**src/hdl/phsc_pkg.sv**
```systemverilog
`timescale 1ns / 1ps
// ----------------------------------------------------------------------------
// phsc_pkg
// Shared types, codes and constants of the pursuit heading and speed
// controller.
// ----------------------------------------------------------------------------
package phsc_pkg;

  localparam int CORDIC_STEPS_DEF = 16;
  localparam int COORD_BITS_DEF   = 16;

  localparam int GUARD_BITS   = 8;
  localparam int CW           = 30;
  localparam int ZW           = 24;
  localparam int PI_Q13       = 25736;
  localparam int TWO_PI_Q13   = 51472;
  localparam int INV_GAIN_Q16 = 39797;

  typedef enum logic [1:0] {
    CMD_CHASER = 2'd0,
    CMD_TARGET = 2'd1,
    CMD_TICK   = 2'd2,
    CMD_NONE   = 2'd3
  } cmd_t;

  typedef enum logic [2:0] {
    CFG_TIMEOUT = 3'd0,
    CFG_ALIGN   = 3'd1,
    CFG_SLOW    = 3'd2,
    CFG_MAX     = 3'd3,
    CFG_DGAIN   = 3'd4,
    CFG_TGAIN   = 3'd5
  } cfg_idx_t;

  typedef enum logic [2:0] {
    ST_IDLE,
    ST_CORDIC,
    ST_MUL,
    ST_POST,
    ST_OUT
  } state_t;

  typedef struct packed {
    logic start;
    logic done;
  } cordic_ctl_t;

  function automatic logic [ZW-1:0] atan_q20(input logic [4:0] i);
    logic [ZW-1:0] r;
    case (i)
      5'd0:  r = 24'd823550;
      5'd1:  r = 24'd486170;
      5'd2:  r = 24'd256879;
      5'd3:  r = 24'd130396;
      5'd4:  r = 24'd65451;
      5'd5:  r = 24'd32757;
      5'd6:  r = 24'd16383;
      5'd7:  r = 24'd8192;
      5'd8:  r = 24'd4096;
      5'd9:  r = 24'd2048;
      5'd10: r = 24'd1024;
      5'd11: r = 24'd512;
      5'd12: r = 24'd256;
      5'd13: r = 24'd128;
      5'd14: r = 24'd64;
      5'd15: r = 24'd32;
      5'd16: r = 24'd16;
      5'd17: r = 24'd8;
      5'd18: r = 24'd4;
      5'd19: r = 24'd2;
      5'd20: r = 24'd1;
      default: r = '0;
    endcase
    return r;
  endfunction

endpackage

```
**src/hdl/phsc_cordic.sv**
```systemverilog
`timescale 1ns / 1ps
// ----------------------------------------------------------------------------
// phsc_cordic
// Iterative CORDIC vectoring unit, one micro-rotation per cycle, giving the
// unscaled magnitude and the angle in Q20.
// ----------------------------------------------------------------------------
module phsc_cordic #(
  parameter int CORDIC_STEPS = phsc_pkg::CORDIC_STEPS_DEF
) (
  input  logic                        clk,
  input  logic                        rst_n,
  input  phsc_pkg::cordic_ctl_t       ctl_in,
  input  logic signed [16:0]          dx,
  input  logic signed [16:0]          dy,
  output phsc_pkg::cordic_ctl_t       ctl_out,
  output logic signed [phsc_pkg::CW-1:0] mag,
  output logic signed [phsc_pkg::ZW-1:0] ang
);
  import phsc_pkg::*;

  localparam int NSTEPS = (CORDIC_STEPS < 24) ? CORDIC_STEPS : 24;

  logic signed [CW-1:0] x_r, x_nxt, y_r, y_nxt;
  logic signed [ZW-1:0] z_r, z_nxt;
  logic [4:0]           i_r, i_nxt;
  logic                 busy_r, busy_nxt, done_r, done_nxt;
  logic signed [CW-1:0] x0, y0, xs, ys;

  always_comb begin
    x0 = CW'(dx) <<< GUARD_BITS;
    y0 = CW'(dy) <<< GUARD_BITS;
    xs = x_r >>> i_r;
    ys = y_r >>> i_r;
    x_nxt = x_r;
    y_nxt = y_r;
    z_nxt = z_r;
    i_nxt = i_r;
    busy_nxt = busy_r;
    done_nxt = 1'b0;
    if (ctl_in.start) begin
      busy_nxt = 1'b1;
      i_nxt = '0;
      if (x0 < 0) begin
        if (y0 >= 0) begin
          x_nxt = y0; y_nxt = -x0; z_nxt = ZW'(2 * 823550);
        end else begin
          x_nxt = -y0; y_nxt = x0; z_nxt = -ZW'(2 * 823550);
        end
      end else begin
        x_nxt = x0; y_nxt = y0; z_nxt = '0;
      end
    end else if (busy_r) begin
      if (y_r > 0) begin
        x_nxt = x_r + ys; y_nxt = y_r - xs; z_nxt = z_r + atan_q20(i_r);
      end else if (y_r < 0) begin
        x_nxt = x_r - ys; y_nxt = y_r + xs; z_nxt = z_r - atan_q20(i_r);
      end
      i_nxt = i_r + 5'd1;
      if (i_r == 5'(NSTEPS - 1)) begin
        busy_nxt = 1'b0;
        done_nxt = 1'b1;
      end
    end
  end

  always_ff @(posedge clk) begin
    x_r <= x_nxt;
    y_r <= y_nxt;
    z_r <= z_nxt;
    i_r <= i_nxt;
    if (!rst_n) begin
      busy_r <= 1'b0;
      done_r <= 1'b0;
    end else begin
      busy_r <= busy_nxt;
      done_r <= done_nxt;
    end
  end

  assign ctl_out.start = busy_r;
  assign ctl_out.done  = done_r;
  assign mag = x_r;
  assign ang = z_r;

endmodule

```
**src/hdl/pursuit_heading_speed_controller.sv**
```systemverilog
`timescale 1ns / 1ps
// ----------------------------------------------------------------------------
// pursuit_heading_speed_controller
// Pose store, CORDIC vectoring and proportional speed and turn law.
// A tick with a result runs through ST_CORDIC, ST_MUL, ST_POST and ST_OUT.
// No new tick is taken while one is in the serial CORDIC or a result waits.
// A pose update is registered when accepted; a timed-out tick goes to ST_OUT.
// Synchronous active-low reset clears poses, flags, age and loads registers.
// ----------------------------------------------------------------------------
module pursuit_heading_speed_controller #(
  parameter int CORDIC_STEPS = phsc_pkg::CORDIC_STEPS_DEF,
  parameter int COORD_BITS   = phsc_pkg::COORD_BITS_DEF
) (
  input  logic               clk,
  input  logic               rst_n,
  input  logic               in_valid,
  output logic               in_stall,
  input  logic [1:0]         in_command,
  input  logic signed [15:0] in_pos_x,
  input  logic signed [15:0] in_pos_y,
  input  logic signed [15:0] in_heading,
  output logic               out_valid,
  input  logic               out_stall,
  output logic [12:0]        out_linear_speed,
  output logic signed [15:0] out_angular_rate,
  output logic               out_target_lost,
  input  logic               cfg_we,
  input  logic [2:0]         cfg_index,
  input  logic [14:0]        cfg_data
);
  import phsc_pkg::*;

  localparam int CWD = (COORD_BITS < 16) ? COORD_BITS : 16;

  state_t state_r, state_nxt;
  logic [7:0]  tmo_r;
  logic [14:0] align_r;
  logic [12:0] slow_r, max_r, dgain_r, tgain_r;
  logic signed [15:0] cx_r, cy_r, ch_r, tx_r, ty_r;
  logic ck_r, tk_r;
  logic [7:0] age_r, age_inc;
  logic signed [16:0] dx_w, dy_w;
  cordic_ctl_t cst, cout;
  logic signed [CW-1:0] mag;
  logic signed [ZW-1:0] ang;
  logic [16:0] dprod_r;
  logic signed [17:0] err_r;
  logic signed [17:0] err_w, bear_w;
  logic [12:0] lin_r, lin_nxt;
  logic signed [15:0] angr_r;
  logic lost_r;
  logic signed [31:0] aprod;
  logic signed [18:0] ashift;
  logic [30:0] lprod;
  logic [20:0] lval;
  logic [16:0] aerr;
  logic signed [15:0] px, py;

  assign px = 16'(signed'(in_pos_x[CWD-1:0]));
  assign py = 16'(signed'(in_pos_y[CWD-1:0]));
  assign age_inc = (age_r == 8'd255) ? age_r : age_r + 8'd1;
  assign in_stall = (state_r != ST_IDLE) || (out_valid && out_stall);
  assign cst.start = (state_nxt == ST_CORDIC) && (state_r == ST_IDLE);
  assign cst.done = 1'b0;
  assign dx_w = 17'(tx_r) - 17'(cx_r);
  assign dy_w = 17'(ty_r) - 17'(cy_r);

  phsc_cordic #(.CORDIC_STEPS(CORDIC_STEPS)) u_cordic (
    .clk(clk), .rst_n(rst_n), .ctl_in(cst), .dx(dx_w), .dy(dy_w),
    .ctl_out(cout), .mag(mag), .ang(ang)
  );

  always_comb begin
    bear_w = 18'((ang + ZW'(64)) >>> 7);
    err_w = bear_w - 18'(ch_r);
    if (err_w > 18'sd25736) err_w = err_w - 18'sd51472;
    else if (err_w <= -18'sd25736) err_w = err_w + 18'sd51472;
    aerr = err_r[17] ? 17'(-err_r) : 17'(err_r);
    lprod = 31'(dgain_r) * 31'(dprod_r) + 31'd512;
    lval = (lprod[30:10] > 21'(max_r)) ? 21'(max_r) : lprod[30:10];
    aprod = 32'(signed'({1'b0, tgain_r})) * 32'(err_r) + 32'sd4096;
    ashift = 19'(aprod >>> 13);
    lin_nxt = (aerr > 17'(align_r)) ? slow_r : lval[12:0];
  end

  always_comb begin
    state_nxt = state_r;
    unique case (state_r)
      ST_IDLE: begin
        if (in_valid && !in_stall && in_command == CMD_TICK && ck_r && tk_r) begin
          state_nxt = (age_inc > tmo_r) ? ST_OUT : ST_CORDIC;
        end
      end
      ST_CORDIC: if (cout.done) state_nxt = ST_MUL;
      ST_MUL:    state_nxt = ST_POST;
      ST_POST:   state_nxt = ST_OUT;
      ST_OUT:    state_nxt = ST_IDLE;
      default:   state_nxt = ST_IDLE;
    endcase
  end

  always_ff @(posedge clk) begin
    if (!rst_n) begin
      state_r <= ST_IDLE;
      tmo_r <= 8'd30; align_r <= 15'd6554; slow_r <= 13'd512;
      max_r <= 13'd2048; dgain_r <= 13'd1229; tgain_r <= 13'd4096;
      cx_r <= '0; cy_r <= '0; ch_r <= '0; tx_r <= '0; ty_r <= '0;
      ck_r <= 1'b0; tk_r <= 1'b0; age_r <= '0;
      out_valid <= 1'b0;
    end else begin
      state_r <= state_nxt;
      if (cfg_we) begin
        unique case (cfg_index)
          CFG_TIMEOUT: tmo_r   <= cfg_data[7:0];
          CFG_ALIGN:   align_r <= cfg_data;
          CFG_SLOW:    slow_r  <= cfg_data[12:0];
          CFG_MAX:     max_r   <= cfg_data[12:0];
          CFG_DGAIN:   dgain_r <= cfg_data[12:0];
          CFG_TGAIN:   tgain_r <= cfg_data[12:0];
          default: ;
        endcase
      end
      if (in_valid && !in_stall) begin
        case (in_command)
          CMD_CHASER: begin
            cx_r <= px; cy_r <= py; ch_r <= in_heading; ck_r <= 1'b1;
          end
          CMD_TARGET: begin
            tx_r <= px; ty_r <= py; tk_r <= 1'b1; age_r <= '0;
          end
          CMD_TICK: begin
            age_r <= age_inc;
            lost_r <= 1'b1;
            lin_r <= '0;
            angr_r <= '0;
          end
          default: ;
        endcase
      end
      if (state_r == ST_CORDIC && cout.done) begin
        dprod_r <= 17'((64'(mag) * 64'(INV_GAIN_Q16) + 64'(1 << 23)) >>> 24);
        err_r <= err_w;
        lost_r <= 1'b0;
      end
      if (state_r == ST_POST) begin
        lin_r <= lin_nxt;
        angr_r <= (ashift > 19'sd32767) ? 16'sh7fff :
                  (ashift < -19'sd32768) ? 16'sh8000 : ashift[15:0];
      end
      if (state_r == ST_OUT) out_valid <= 1'b1;
      else if (out_valid && !out_stall) out_valid <= 1'b0;
    end
  end

  assign out_linear_speed = lin_r;
  assign out_angular_rate = angr_r;
  assign out_target_lost  = lost_r;

endmodule

```
**config.mk**
```make
export PLATFORM = sky130hd
export DESIGN_NAME = pursuit_heading_speed_controller
export DESIGN_NICKNAME = d
export VERILOG_FILES = /design/src/hdl/phsc_pkg.sv /design/src/hdl/phsc_cordic.sv /design/src/hdl/pursuit_heading_speed_controller.sv
export SDC_FILE = /design/constraint.sdc
export NUM_CORES = 2
export LEC_CHECK = 0
export ABC_AREA = 1
export BUFFER_PORTS_ARGS = -buffer_cell sky130_fd_sc_hd__buf_2
export CELL_PAD_IN_SITES_DETAIL_PLACEMENT = 1
export CELL_PAD_IN_SITES_GLOBAL_PLACEMENT = 1
export CORE_ASPECT_RATIO = 1.4
export CORE_MARGIN = 5
export CORE_UTILIZATION = 49
export CTS_CLUSTER_DIAMETER = 80
export DETAILED_ROUTE_END_ITERATION = 8
export PLACE_DENSITY = 0.81
export SLEW_MARGIN = 30
export SYNTH_ARGS = -nofsm -noshare
export SYNTH_HDL_FRONTEND = slang
export SYNTH_HIERARCHICAL = 1
export SYNTH_SLANG_ARGS = --single-unit
```
**constraint.sdc**
```tcl
create_clock -name clk -period 9.1 [get_ports clk]
set_clock_uncertainty 0.05 [all_clocks]
set_input_delay 0.91 -clock clk [delete_from_list [all_inputs] [get_ports clk]]
set_output_delay 0.91 -clock clk [all_outputs]
set_load 0.01 [all_outputs]
```
# After elaboration in Yosys (flattened, before gate mapping)
# Memories as Yosys holds them, arrays and structs flattened. A register that Yosys moved wholly into a read port is not among the register bits.
# Cells that the tools add are included.
[totals]
reg_bits = 325
mem_bits_ro = 1280
in_bits = 73
output_inout_bits = 32
wordCells = 174
mem_count = 2
[classes]
add_sub_neg = 20
multipliers = 3
order_cmp = 11
n_eq_ne = 14
shift = 2
n_mux = 56
n_bitwise = 2
n_reduce_logical = 37
[memory_table]
columns = ["memory", "words", "word_bits", "rd", "rd_clocked_by_memory_dff", "wr", "line", "text"]
rows = [
  ["(no name shown)", 32, 20, 1, 1, 0, "phsc_pkg.sv:50", "case (i)"],
  ["(no name shown)", 32, 20, 1, 1, 0, "phsc_pkg.sv:50", ""],
]
[ops]
columns = ["operator", "n"]
rows = [
  ["30-bit 2-to-1 mux", 12],
  ["24-bit 2-to-1 mux", 13],
  ["16-bit 2-to-1 mux", 5],
  ["13-bit 2-to-1 mux", 5],
  ["30-bit adder", 2],
  ["25-bit negator with 30-bit output", 2],
  ["30-bit by 5-bit >>> shifter with 30-bit output", 2],
  ["30-bit subtractor", 2],
  ["41-bit by 25-bit adder with 41-bit output (second input constant)", 1],
  ["30-bit by 17-bit multiplier with 41-bit output (second input constant)", 1],
  ["18-bit 2-to-1 mux", 2],
  ["16-bit by 16-bit subtractor with 17-bit output", 2],
  ["32-bit by 14-bit adder with 32-bit output (second input constant)", 1],
  ["14-bit by 18-bit multiplier with 32-bit output", 1],
  ["30-bit by 10-bit adder with 31-bit output (second input constant)", 1],
  ["30-bit by 1-bit > comparator with 1-bit output (second input constant)", 1],
  ["30-bit by 1-bit < comparator with 1-bit output (second input constant)", 1],
  ["13-bit by 17-bit multiplier with 30-bit output", 1],
  ["25-bit by 1-bit >= comparator with 1-bit output (second input constant)", 1],
  ["25-bit by 1-bit < comparator with 1-bit output (second input constant)", 1],
  ["24-bit adder", 1],
  ["24-bit by 8-bit adder with 24-bit output (second input constant)", 1],
  ["24-bit subtractor", 1],
  ["2-bit AND reduction", 11],
  ["37 further kinds", 74],
]

# Depth between registers and ports, before layout
[logic_depth]
ltp_word = 17
mapped_depth = 42
ltp_nobuf = 39

# Hierarchy
# The synthesis kept the hierarchy.
[by_module_without_submodules]
columns = ["module", "instances", "cells_per_inst", "area_each_um2", "seq_area_each_um2"]
rows = [
  ["pursuit_heading_speed_controller", 1, 5259, 40590.2, 5335.1],
  ["phsc_cordic", 1, 2425, 15053.2, 3062.9],
]

# Worst setup path after synthesis
# OpenSTA, ideal clock, no wires.
[synth_path]
kind = "flip-flop to flip-flop"
start = "reg dprod_r[5]"
end = "reg lin_r[10], in the netlist out_linear_speed[10] (data pin)"
setup_time_ns = 0.249
arrival_time_ns = 6.428
t_required_ns = 8.801
slack_ns = 2.372
path_stages_with_launch = 36
path_buffers = 2
period_less_slack_ns = 6.728
cell_sequence = "edfxtp_1 clkbuf_1 nand2_1 inv_1 fa_1 inv_1 fa_1 inv_1 fa_1 fa_1 fa_1 fa_1 ha_1 a21oi_1 o21ai_0 a21oi_1 nand2_2 a21oi_1 xnor2_1 ha_1 a21oi_1 o21a_1 nand2_1 nand2_1 nand2_1 nand2_1 nand2_1 nand2_1 nand3_1 nor2_4 nand2_2 buf_6 nand2_1 nand3_1 nand2_1 inv_1"
[synth_between]
elab_chain_cells = 6
[synth_lines]
columns = ["item", "line", "text"]
rows = [
  ["start: declaration", "pursuit_heading_speed_controller.sv:46", "logic [16:0] dprod_r;"],
  ["start signal: assignment", "pursuit_heading_speed_controller.sv:141", "dprod_r <= 17'((64'(mag) * 64'(INV_GAIN_Q16) + 64'(1 << 23)) >>> 24);"],
  ["13-bit by 17-bit multiplier with 30-bit output (*)", "pursuit_heading_speed_controller.sv:79", "lprod = 31'(dgain_r) * 31'(dprod_r) + 31'd512;"],
  ["30-bit by 10-bit adder with 31-bit output (*)", "pursuit_heading_speed_controller.sv:79", ""],
  ["21-bit by 13-bit > comparator with 1-bit output", "pursuit_heading_speed_controller.sv:80", "lval = (lprod[30:10] > 21'(max_r)) ? 21'(max_r) : lprod[30:10];"],
  ["13-bit 2-to-1 mux (*)", "pursuit_heading_speed_controller.sv:80", ""],
  ["13-bit 2-to-1 mux (*)", "pursuit_heading_speed_controller.sv:83", "lin_nxt = (aerr > 17'(align_r)) ? slow_r : lval[12:0];"],
  ["13-bit 2-to-1 mux (*)", "pursuit_heading_speed_controller.sv:145", "if (state_r == ST_POST) begin"],
  ["end signal: assignment", "pursuit_heading_speed_controller.sv:146", "lin_r <= lin_nxt;"],
  ["end: declaration", "pursuit_heading_speed_controller.sv:49", "logic [12:0] lin_r, lin_nxt;"],
]
# Mark *: on every way between the ends. The rest lies on a longest branch, timed or not.
# A chain may end at the register's enable or synchronous reset.

# Worst setup path in the final report
[layout_path]
start = "reg dprod_r[5]"
end = "reg lin_r[12], in the netlist out_linear_speed[12] (data pin)"
# Same word-level chain as after synthesis.

==> out/results.ini <==
[placed_design]
dp_hpwl_um=151000
gp_congestion=0.933
place_inst=9033
place_area_sq_um=57100
io_buffers=104
pre_cts_slack_ns=1.37

[timing]
finalSetupTns_ns=0
holdWs_ns=0.405
slew_headroom=0.271
post-route-min-period_ns=7.76
fmax_ghz=0.129
layout_setup_ws_ns=1.34
grt_setup_unrepaired=no
final_hold_viol_count=0
slew_violations=0
setup_viol=0
worst_pin_slew_ns=1.08
fin_crit_sh=0.853

[routing]
drt_wl_total_um=184000
vias_per_cell=5.51
drtIter0Drc=2580
vias=50300
ant_nets=0
first_pass_iters=5
wire_per_inst_um=20.2
drc_errors=0

[clock_network]
clk_path_buf_depth=3
cts_max_level=2
clock_latency_ns=0.64
path_clk_slew_ns=0.06
cts_made_buffers=44
cts_tree=yes
cts_hold_buf=0
clockRootBuffer=clkbuf_16
cts_setup_buffers=0
ctsResizeCount=0
cts.sinks=345

[cells_and_area]
layout.filler_cells=14500
final_net_count=8856
finalNonFillerCells=9115
syn2layout_area_growth_pct=5.66
drive_above_1_share=0.0502
diodes=0
fin_area_sq_um=58800

[setup_path]
cpMaxStageDelayCell=edfxtp_1
r2r-end=out_linear_speed[12]
worst-endpoint-required_ns=9.42
end_kind=flop
worstPathMaxFanout=14
worstSetupPathType=reg -> reg
r2r_setup_slack_ns=1.34
start_kind=flop
worst_ep_arrival_time_ns=8.08
timing.rr.start=dprod_r[5]
crit_path_max_incr_delay_ns=0.61
crit_path_frequent_cell=nand2_1
rr_worst_depth=36

[worst_hold_path]
min-delay-start=slow_r[6]
hold_path_depth=2
hold_path.class=reg -> reg
min_to=slow_r[6]

[floorplanning]
die_area_sq_um=120000
core_sq_um=113000
die_w_um=295
io_pins=105
initial_core_util=0.493
num_rows=146
dieHeight_um=409

[synth]
yosysWarnings=6
syn_inst=7682
avgSynthCellArea_sq_um=7.24
syn-cell-area_sq_um=55600
synth_nets=8938

[pwr]
power.density_nw_per_um2=160
leakage_nw=31.2
vdd_drop_max_mv=0.149

[global_routing]
use_met2=0.577
use_met1=0.325
grt_max_degree=96
overflow=0
grt.total_usage=0.301
grt.busiest_layer=met2
grt_first_pass_wirelength_um=293000
gr-usage-met3=0.0249
antenna_found_initial=2
grt_pass1_vias=56000

[run]
maxCapViolations=0

[run_status]
status=finished clean

-- metrics by stage --
step	power, mW	utilization
after floorplan	5.92	-
after global placement	7.24	0.506
after detailed placement	7.43	0.506
after CTS	9.42	0.520
after global routing	10.2	0.521
final	9.39	0.521
-- area by class of cell --
type / count / area (sq um) / area share
multi-input cells: 5461 / 40100 / 0.682
repair buffers: 133 / 781 / 0.0133
well taps: 1480 / 1850 / 0.0315
flip-flops and latches: 345 / 8400 / 0.143
clock inverters: 19 / 285 / 0.00485
clock buffers: 62 / 1320 / 0.0224
inverters: 1615 / 6070 / 0.103
-- power by group --
part	internal, mW	total [mW]	switching (mW)
combinational	1.87	5.64	3.77
clock	1.14	1.94	0.800
sequential	1.75	1.81	0.0576
total	4.76	9.39	4.63
-- state kept, by name, indices dropped and copies added, names as in the netlist, 5 cells and up, named ones only --
signal            count
tgain_r              13
u_cordic/y_r         30
align_r              15
slow_r               13
dprod_r              17
tx_r                 16
u_cordic/ang         24
age_r                 8
dgain_r              13
max_r                13
cy_r                 16
out_linear_speed     13
u_cordic/i_r          5
ch_r                 16
tmo_r                 8
cx_r                 16
u_cordic/mag         30
err_r                18
ty_r                 16
out_angular_rate     16
-- routing by layer --
metal	routed length (um)	vias up
li1	-	23800
met3	5650	487
met5	0	-
met1	68400	24900
met4	11700	0
met2	98400	1056
-- cell usage in the layout, fill, tap and decap left out, drive strengths merged, types with 75 or more instances in the layout --
cell / count
a21oi: 457
buf: 133
dfxtp: 196
edfxtp: 149
fa: 616
ha: 567
inv: 1616
nand2: 1753
nand3: 510
nor2: 522
nor3: 75
o21ai: 407
xnor2: 80
xor2: 165
-- how the worst max path moves through the flow --
stage | to | startpoint
detailed placement | out_linear_speed[5] | dprod_r[5]
global route | out_linear_speed[12] | dprod_r[5]
finish | out_linear_speed[12] | dprod_r[5]
floorplan | out_linear_speed[10] | dprod_r[5]
global placement | out_linear_speed[10] | dprod_r[5]
CTS | out_linear_speed[5] | dprod_r[5]
-- worst max-delay path: cells and delay by family (launching register included) --
kind,cells,cell delay (ns)
buffers and inverters,5,0.28
AOI/OAI and AO/OA,4,0.79
and+or+nand+nor,18,1.77
adders and majority gates,8,3.69
xor gates and xnor gates,1,0.29
DFF,1,0.61
(Power assumes the default switching activity.)
